**config.mk**
```make
export PLATFORM = sky130hd
export DESIGN_NAME = obstacle_flag_stencil_unit
export DESIGN_NICKNAME = d
export VERILOG_FILES = /design/src/hdl/ofs_pkg.sv /design/src/hdl/ofs_ram.sv /design/src/hdl/ofs_flag_logic.sv /design/src/hdl/obstacle_flag_stencil_unit.sv
export SDC_FILE = /design/constraint.sdc
export NUM_CORES = 2
export LEC_CHECK = 0
export BUFFER_PORTS_ARGS = -buffer_cell sky130_fd_sc_hd__buf_2
export CAP_MARGIN = 20
export CORE_MARGIN = 1.5
export CORE_UTILIZATION = 45
export DETAILED_ROUTE_END_ITERATION = 16
export PLACE_DENSITY_LB_ADDON = 0.05
export SYNTH_ARGS = -nofsm -noshare
export SYNTH_HDL_FRONTEND = slang
export SYNTH_SLANG_ARGS = --single-unit
```
**constraint.sdc**
```tcl
create_clock -name clk -period 32.5 [get_ports clk]
set_input_delay 1.625 -clock clk [delete_from_list [all_inputs] [get_ports clk]]
set_output_delay 1.625 -clock clk [all_outputs]
set_load 0.1 [all_outputs]
```
**src/hdl/ofs_pkg.sv**
```systemverilog
// ----------------------------------------------------------------------------
// ofs_pkg: shared types and constants of the obstacle flag stencil
// Field widths, register indexes, reset values and the stencil bit group.
// ----------------------------------------------------------------------------
`default_nettype none

package ofs_pkg;

  // field widths fixed by the interface
  localparam int GREY_W    = 8;
  localparam int SIZE_W    = 11;
  localparam int FLAGS_W   = 5;
  localparam int CFG_IDX_W = 2;

  // default bounds of the frame interior
  localparam int MAX_WIDTH_DEF  = 1024;
  localparam int MAX_HEIGHT_DEF = 1024;

  // register reset values
  localparam logic [GREY_W-1:0] THRESHOLD_RST = GREY_W'(100);
  localparam logic [SIZE_W-1:0] WIDTH_RST     = SIZE_W'(1024);
  localparam logic [SIZE_W-1:0] HEIGHT_RST    = SIZE_W'(1024);

  // register indexes on the configuration port
  localparam logic [CFG_IDX_W-1:0] CFG_THRESHOLD = 2'd0;
  localparam logic [CFG_IDX_W-1:0] CFG_WIDTH     = 2'd1;
  localparam logic [CFG_IDX_W-1:0] CFG_HEIGHT    = 2'd2;

  // cross stencil around one interior cell
  typedef struct packed {
    logic center;
    logic east;
    logic west;
    logic south;
    logic north;
  } ofs_stencil_t;

endpackage

`default_nettype wire

```
**src/hdl/ofs_ram.sv**
```systemverilog
// ----------------------------------------------------------------------------
// ofs_ram: generic single-write, single-read RAM
// One write port and one read port, read data registered under read enable.
// ----------------------------------------------------------------------------
`default_nettype none

module ofs_ram #(
  parameter int WIDTH = 1,
  parameter int DEPTH = 1026,
  localparam int ADDR_W = (DEPTH > 1) ? $clog2(DEPTH) : 1
) (
  input  wire logic              clk,
  input  wire logic              we,
  input  wire logic [ADDR_W-1:0] waddr,
  input  wire logic [WIDTH-1:0]  wdata,
  input  wire logic              re,
  input  wire logic [ADDR_W-1:0] raddr,
  output logic      [WIDTH-1:0]  rdata
);

  logic [WIDTH-1:0] mem [DEPTH];
  logic [WIDTH-1:0] rdata_r;

  always_ff @(posedge clk) begin
    if (we) begin
      mem[waddr] <= wdata;
    end
    if (re) begin
      rdata_r <= mem[raddr];
    end
  end

  assign rdata = rdata_r;

endmodule

`default_nettype wire

```
**src/hdl/ofs_flag_logic.sv**
```systemverilog
// ----------------------------------------------------------------------------
// ofs_flag_logic: cell flag word and forbidden-pattern check
// Packs the cross stencil into the flag word and tests opposing pairs.
// ----------------------------------------------------------------------------
`default_nettype none

module ofs_flag_logic
  import ofs_pkg::*;
(
  input  wire ofs_stencil_t        stencil,
  output logic [FLAGS_W-1:0]       cell_flags,
  output logic                     forbidden
);

  logic ew_solid, ns_solid, ew_fluid, ns_fluid;

  assign cell_flags = stencil;  // center, east, west, south, north from msb down

  assign ew_solid = !stencil.east && !stencil.west;
  assign ns_solid = !stencil.north && !stencil.south;
  assign ew_fluid = stencil.east && stencil.west;
  assign ns_fluid = stencil.north && stencil.south;

  // fluid cell pinched between solids, or solid cell pinched between fluid
  assign forbidden = stencil.center ? (ew_solid || ns_solid) : (ew_fluid || ns_fluid);

endmodule

`default_nettype wire

```
**src/hdl/obstacle_flag_stencil_unit.sv**
```systemverilog
// ----------------------------------------------------------------------------
// obstacle_flag_stencil_unit: streaming cell flags from a thresholded frame
// Output: a result word is registered and valid in the cycle after its pixel.
// Throughput: one pixel per cycle while the output has room; each line store
//   RAM takes one write and one read per cycle, which sets that rate. Input is
//   also held after a configuration write while the middle store is read again.
// Reset: counters to the frame origin, registers to defaults, output empty.
//   Line stores are not cleared; rows 0 and 1 of a frame refill them.
// ----------------------------------------------------------------------------
`default_nettype none

module obstacle_flag_stencil_unit
  import ofs_pkg::*;
#(
  parameter int MAX_WIDTH  = MAX_WIDTH_DEF,
  parameter int MAX_HEIGHT = MAX_HEIGHT_DEF
) (
  input  wire logic                 clk,
  input  wire logic                 rst_n,
  // pixel input
  input  wire logic                 in_valid,
  output logic                      in_ready,
  input  wire logic [GREY_W-1:0]    in_grey_level,
  // result output
  output logic                      out_valid,
  input  wire logic                 out_ready,
  output logic [FLAGS_W-1:0]        out_cell_flags,
  output logic                      out_forbidden,
  output logic [SIZE_W-1:0]         out_cell_col,
  output logic [SIZE_W-1:0]         out_cell_row,
  output logic                      out_last_cell,
  // configuration write
  input  wire logic                 cfg_valid,
  output logic                      cfg_ready,
  input  wire logic [CFG_IDX_W-1:0] cfg_index,
  input  wire logic [SIZE_W-1:0]    cfg_data
);

  // Store depth covers the boundary ring on both sides of a row.
  localparam int DEPTH = MAX_WIDTH + 2;
  localparam int COL_W = $clog2(MAX_WIDTH + 2);
  localparam int ROW_W = $clog2(MAX_HEIGHT + 2);

  // --------------------------------------------------------------------------
  // Configuration registers: always ready, write by index, drop unknown ones
  // --------------------------------------------------------------------------
  logic [GREY_W-1:0] thresh_r;
  logic [SIZE_W-1:0] width_r;
  logic [SIZE_W-1:0] height_r;
  logic              refetch_r;

  assign cfg_ready = 1'b1;

  always_ff @(posedge clk) begin
    if (!rst_n) begin
      thresh_r <= THRESHOLD_RST;
      width_r  <= WIDTH_RST;
      height_r <= HEIGHT_RST;
    end else if (cfg_valid) begin
      unique case (cfg_index)
        CFG_THRESHOLD: thresh_r <= cfg_data[GREY_W-1:0];
        CFG_WIDTH:     width_r  <= cfg_data;
        CFG_HEIGHT:    height_r <= cfg_data;
        default:       ;
      endcase
    end
  end

  // Hold the input in the cycle after a write so that the middle store read
  // can follow a new width.
  always_ff @(posedge clk) begin
    if (!rst_n) begin
      refetch_r <= 1'b0;
    end else begin
      refetch_r <= cfg_valid && cfg_ready;
    end
  end

  // Clamp sizes into 1..MAX; zero behaves as one.
  logic [COL_W-1:0] w_eff, w_p1;
  logic [ROW_W-1:0] h_eff, h_p1;

  always_comb begin
    if (width_r == '0) begin
      w_eff = COL_W'(1);
    end else if (int'(width_r) > MAX_WIDTH) begin
      w_eff = COL_W'(MAX_WIDTH);
    end else begin
      w_eff = COL_W'(width_r);
    end
    if (height_r == '0) begin
      h_eff = ROW_W'(1);
    end else if (int'(height_r) > MAX_HEIGHT) begin
      h_eff = ROW_W'(MAX_HEIGHT);
    end else begin
      h_eff = ROW_W'(height_r);
    end
  end

  assign w_p1 = w_eff + 1'b1;
  assign h_p1 = h_eff + 1'b1;

  // --------------------------------------------------------------------------
  // Raster position of the next pixel
  // --------------------------------------------------------------------------
  logic [COL_W-1:0] col_r, col_nxt;
  logic [ROW_W-1:0] row_r, row_nxt;
  logic             row_end;
  logic             emit;
  logic             in_acc;

  assign row_end = (col_r >= w_p1);
  // The pixel completes interior cell (col, row-1) from row 2 onwards.
  assign emit = (row_r >= ROW_W'(2)) && (row_r <= h_p1) &&
                (col_r >= COL_W'(1)) && (col_r <= w_eff);

  // Hold the pixel only when it brings a result and the output is still full,
  // or while the middle store is being read again after a write.
  assign in_ready = !refetch_r && (!out_valid || out_ready || !emit);
  assign in_acc   = in_valid && in_ready;

  always_comb begin
    col_nxt = col_r + 1'b1;
    row_nxt = row_r;
    if (row_end) begin
      col_nxt = '0;
      row_nxt = (row_r >= h_p1) ? '0 : row_r + 1'b1;
    end
  end

  always_ff @(posedge clk) begin
    if (!rst_n) begin
      col_r <= '0;
      row_r <= '0;
    end else if (in_acc) begin
      col_r <= col_nxt;
      row_r <= row_nxt;
    end
  end

  // --------------------------------------------------------------------------
  // Line stores. Each RAM is read one pixel ahead so that its registered data
  // is waiting when the pixel arrives.
  //   older store : read at the next pixel's column (south neighbour)
  //   middle store: read at the next pixel's east column; at the end of a row
  //                 fetch column 0 instead, as it becomes the next centre.
  //                 While no pixel is taken, read again at the waiting pixel's
  //                 east column so that a width written mid-frame is followed.
  // --------------------------------------------------------------------------
  logic [COL_W-1:0] mid_raddr;
  logic [COL_W-1:0] mid_raddr_hold;
  logic             mid_rdata, old_rdata;
  logic             fluid;
  logic             cen_r;    // middle row at the current column
  logic             west_r;   // middle row at the previous column

  assign fluid          = (in_grey_level > thresh_r);
  assign mid_raddr      = (col_nxt == w_p1) ? '0 : col_nxt + 1'b1;
  assign mid_raddr_hold = (col_r >= w_p1) ? '0 : col_r + 1'b1;

  ofs_ram #(
    .WIDTH (1),
    .DEPTH (DEPTH)
  ) u_older_store (
    .clk   (clk),
    .we    (in_acc),
    .waddr (col_r),
    .wdata (cen_r),
    .re    (in_acc),
    .raddr (col_nxt),
    .rdata (old_rdata)
  );

  ofs_ram #(
    .WIDTH (1),
    .DEPTH (DEPTH)
  ) u_middle_store (
    .clk   (clk),
    .we    (in_acc),
    .waddr (col_r),
    .wdata (fluid),
    .re    (1'b1),
    .raddr (in_acc ? mid_raddr : mid_raddr_hold),
    .rdata (mid_rdata)
  );

  // Advance the centre and west taps along the middle row.
  always_ff @(posedge clk) begin
    if (!rst_n) begin
      cen_r  <= 1'b0;
      west_r <= 1'b0;
    end else if (in_acc) begin
      cen_r  <= mid_rdata;
      west_r <= cen_r;
    end
  end

  // --------------------------------------------------------------------------
  // Stencil evaluation
  // --------------------------------------------------------------------------
  ofs_stencil_t     stencil;
  logic [FLAGS_W-1:0] flags;
  logic             bad;

  assign stencil.center = cen_r;
  assign stencil.east   = mid_rdata;
  assign stencil.west   = west_r;
  assign stencil.south  = old_rdata;
  assign stencil.north  = fluid;

  ofs_flag_logic u_flag_logic (
    .stencil    (stencil),
    .cell_flags (flags),
    .forbidden  (bad)
  );

  // --------------------------------------------------------------------------
  // Result register: load on an emitting pixel, drop once taken
  // --------------------------------------------------------------------------
  logic               out_valid_r;
  logic [FLAGS_W-1:0] flags_r;
  logic               bad_r;
  logic [SIZE_W-1:0]  cell_col_r;
  logic [SIZE_W-1:0]  cell_row_r;
  logic               last_r;

  always_ff @(posedge clk) begin
    if (!rst_n) begin
      out_valid_r <= 1'b0;
    end else if (in_acc && emit) begin
      out_valid_r <= 1'b1;
    end else if (out_ready) begin
      out_valid_r <= 1'b0;
    end
  end

  always_ff @(posedge clk) begin
    if (in_acc && emit) begin
      flags_r    <= flags;
      bad_r      <= bad;
      cell_col_r <= SIZE_W'(col_r);
      cell_row_r <= SIZE_W'(row_r - 1'b1);
      last_r     <= (col_r == w_eff) && (row_r == h_p1);
    end
  end

  assign out_valid      = out_valid_r;
  assign out_cell_flags = flags_r;
  assign out_forbidden  = bad_r;
  assign out_cell_col   = cell_col_r;
  assign out_cell_row   = cell_row_r;
  assign out_last_cell  = last_r;

endmodule

`default_nettype wire

```
==> run_results.csv <==
group,metric,value,unit
drt,wl_met1,150000,µm
placed_design,numPortBuffers,56,
floorplan,coreArea,205000,µm²
min_path,hold_end,"out_cell_flags[2]",
timing,maxSlewViolCount,0,
critical_path,crit_path_end_kind,"register",
power,power,0.00638,W
power,leakagePower,33.0,nW
critical_path,cpPeakStageDelay,980,ps
global_routing,grt_pass1_vias,63716,
timing,fmax,91.5,MHz
synthesis,synth_edf_count,2082,
timing,finalWorstSetupSlack,21570,ps
placed_design,dp_slack,22000,ps
critical_path,cp_common_cell,"buf_4",
synthesis,yosys-top-cells-count,"2,082 x edfxtp_1, 1,206 x nor2_1, 636 x nand2_1",
layout,fillCellCount,17903,
floorplan,die_width,457,µm
min_path,min_path_type,"register to register",
drt,wirelength,384000,µm
timing,tns,0,ps
clocking,clock_latency,930,ps
synthesis,syn_nets,7331,
timing,rsz0062_at_grt,"false",
clocking,cts_root_buf,"clkbuf_16",
critical_path,arrival,11740,ps
timing,worstMarginPinSlew,1260,ps
drt,drc_errors,0,
layout,drive_above_1_share,0.113,
layout,fin_nets,7221,
drt,ant_nets,0,
synthesis,synth_warnings,0,
global_routing,antenna_found_initial,37,
clocking,cts_tree,"built",
synthesis,synth_seq_cells,2139,
drt,top_layer_used,"met5",
synthesis,synth-main-ff-cell,"edfxtp_1",
timing,skew,60.6,ps
clocking,post_cts_buffers,0,
synthesis,async_reset_ff_frac,0,
critical_path,crit_path_start_kind,"register",
critical_path,ff2ff_setup_slack,21570,ps
synthesis,synth_most_common_cell,"edfxtp_1",
job,maxCapViolCount,0,
layout,post-route-util,0.505,
min_path,hold_depth,0,
synthesis,synthCells,7255,
critical_path,r2r_end,"u_middle_store.rdata",
critical_path,worstRegToRegCells,26,
placed_design,place_congestion,0.919,
synthesis,synthTopCellsByArea,"edfxtp_1 67%, nor2_1 4.9%, mux2i_1 3.4%, nand2_1 2.6%, a211oi_1 1.9%",
floorplan,num_io_pins,58,
timing,post-route-min-period,10930,ps
synthesis,synth_cell_type_count,110,
synthesis,yosysSeqAreaShare,0.685,
synthesis,synthesis.area,92900,µm²
global_routing,grt_pass1_wl,525000,µm
global_routing,grt_util_all_layers,0.360,
placed_design,hpwl,220000,µm
floorplan,rows,166,
drt,drt_iter0_drc,10780,
timing,period_share,0.336,
critical_path,critical_path_class,"register to register",
critical_path,cp_num_buf_inv,4,
status,status,"completed",
global_routing,grt-ovfl-total,0,
drt,wire_per_inst,38.2,µm
timing,final_hold_viol_count,0,
clocking,cts_sinks,2139,
critical_path,timing.rr.start,"width_r[6]",
min_path,hp-start,"west_r",
timing,finalSetupViolations,0,
drt,wl_met3,43400,µm
critical_path,cpMaxStageDelayCell,"o32ai_1",
synthesis,yosys.area.top_type_share,0.673,
drt,routed-wl-met2,167000,µm
layout,syn_to_final_growth,11.3,%
floorplan,die-area,209000,µm²
global_routing,grt_max_degree,233,
power,ir_drop,0.0628,mV
clocking,clk_pin_slew_worst_paths,70,ps
drt,routed_via_density,6.69,
critical_path,cp_max_fo,41,
synthesis,post_synth.cell_area_avg,12.8,µm²
power,cellPowerDensity,61.7,nW/µm²
clocking,cts_resized,0,
critical_path,cp.required,33310,ps
critical_path,cp_top_family,"compound AO/OA/AOI/OAI gates",
drt,vias,67191,
clocking,ctsHoldBuffers,0,
timing,slew_headroom,0.159,
floorplan,start_util,0.453,
drt,first_pass_iters,6,
synthesis,synth_area_leader_cell,"edfxtp_1",
clocking,clockBufferDepth,3,
floorplan,die_y,457,µm
clocking,numCtsBuffers,225,
clocking,ctsHtreeMaxLevel,4,
-- layer usage --
layer / track usage / vias up
li1: - / 27313
met5: 0 / -
met2: 0.531 / 4516
met3: 0.0825 / 940
met4: 0.187 / 24
met1: 0.498 / 34398
-- worst reg2reg max path: cells and delay by family, from the launching register on --
family          cells  cell delay, ps
compound gates     11            4370
simple gates        8            2950
buf+inv             4            2210
fa+ha+maj           2             610
flops               1             430
xor+xnor            1             280
-- worst max-delay path by stage --
| stage | start | to | slack (ps) | cells after the start |
|---|---|---|---|---|
| floorplan | in_grey_level[3] | out_cell_flags[0] | 11160 | 2 |
| global placement | width_r[6] | u_middle_store.rdata | 22020 | 26 |
| detailed placement | width_r[6] | u_middle_store.rdata | 22000 | 26 |
| CTS | width_r[6] | u_middle_store.rdata | 21940 | 26 |
| global route | width_r[6] | u_middle_store.rdata | 21380 | 26 |
| finish | width_r[6] | u_middle_store.rdata | 21570 | 26 |
-- through the flow --
step,hold WS (ps),cells,cell area (µm²)
after floorplan,451,7255,92900
after global routing,521,10022,103000
after detailed placement,488,9605,96300
final,499,10036,103000
after global placement,482,9599,96200
after CTS,503,10017,103000
-- power by group --
group | internal, W | switching (W) | leakage [nW]
Clock | 0.00142 | 0.00113 | 3.45
Sequential | 0.00308 | 0.0000107 | 19.6
Combinational | 0.000180 | 0.000564 | 9.97
Total | 0.00467 | 0.00171 | 33.0
-- state kept, by name, indices dropped and copies added (netlist names), 5 cells and up --
signal	cells
col_r	11
height_r	11
out_cell_col	11
out_cell_flags	5
out_cell_row	11
row_r	11
thresh_r	8
u_middle_store.mem	1026
u_older_store.mem	1026
width_r	11
-- cell type report --
cell class	count	area, µm²	area share
Clock inverter	135	1240	0.0120
Timing Repair Buffer	289	2220	0.0215
Tap cell	2688	3360	0.0325
Multi-Input combinational cell	4448	26900	0.260
Clock buffer	277	5870	0.0567
Sequential cell	2139	63700	0.615
Antenna cell	18	45.0	0.000435
Inverter	42	168	0.00162
-- layout by cell type (no fill, tap or decap), types with 91 or more instances in the layout --
cell	n
edfxtp_1	2082
nor2_1	1198
nand2_1	619
mux2i_1	315
nand3_1	303
a21oi_1	249
a211oi_1	234
clkbuf_16	226
buf_4	216
o221ai_1	184
and3_1	156
o21ai_0	153
a31oi_1	92
mux2_2	91
-- kinds of logic after synthesis --
group	Yosys count	synth area share
other	1	0.0000404
XOR/XNOR	63	0.00626
multiplexers	420	0.0480
adder cells (fa/ha/maj)	50	0.00673
AO/OA/AOI/OAI	1311	0.100
AND/OR/NAND/NOR	2603	0.122
flip-flops	2139	0.685
buffers and inverters	668	0.0317
(Power assumes the default switching activity.)
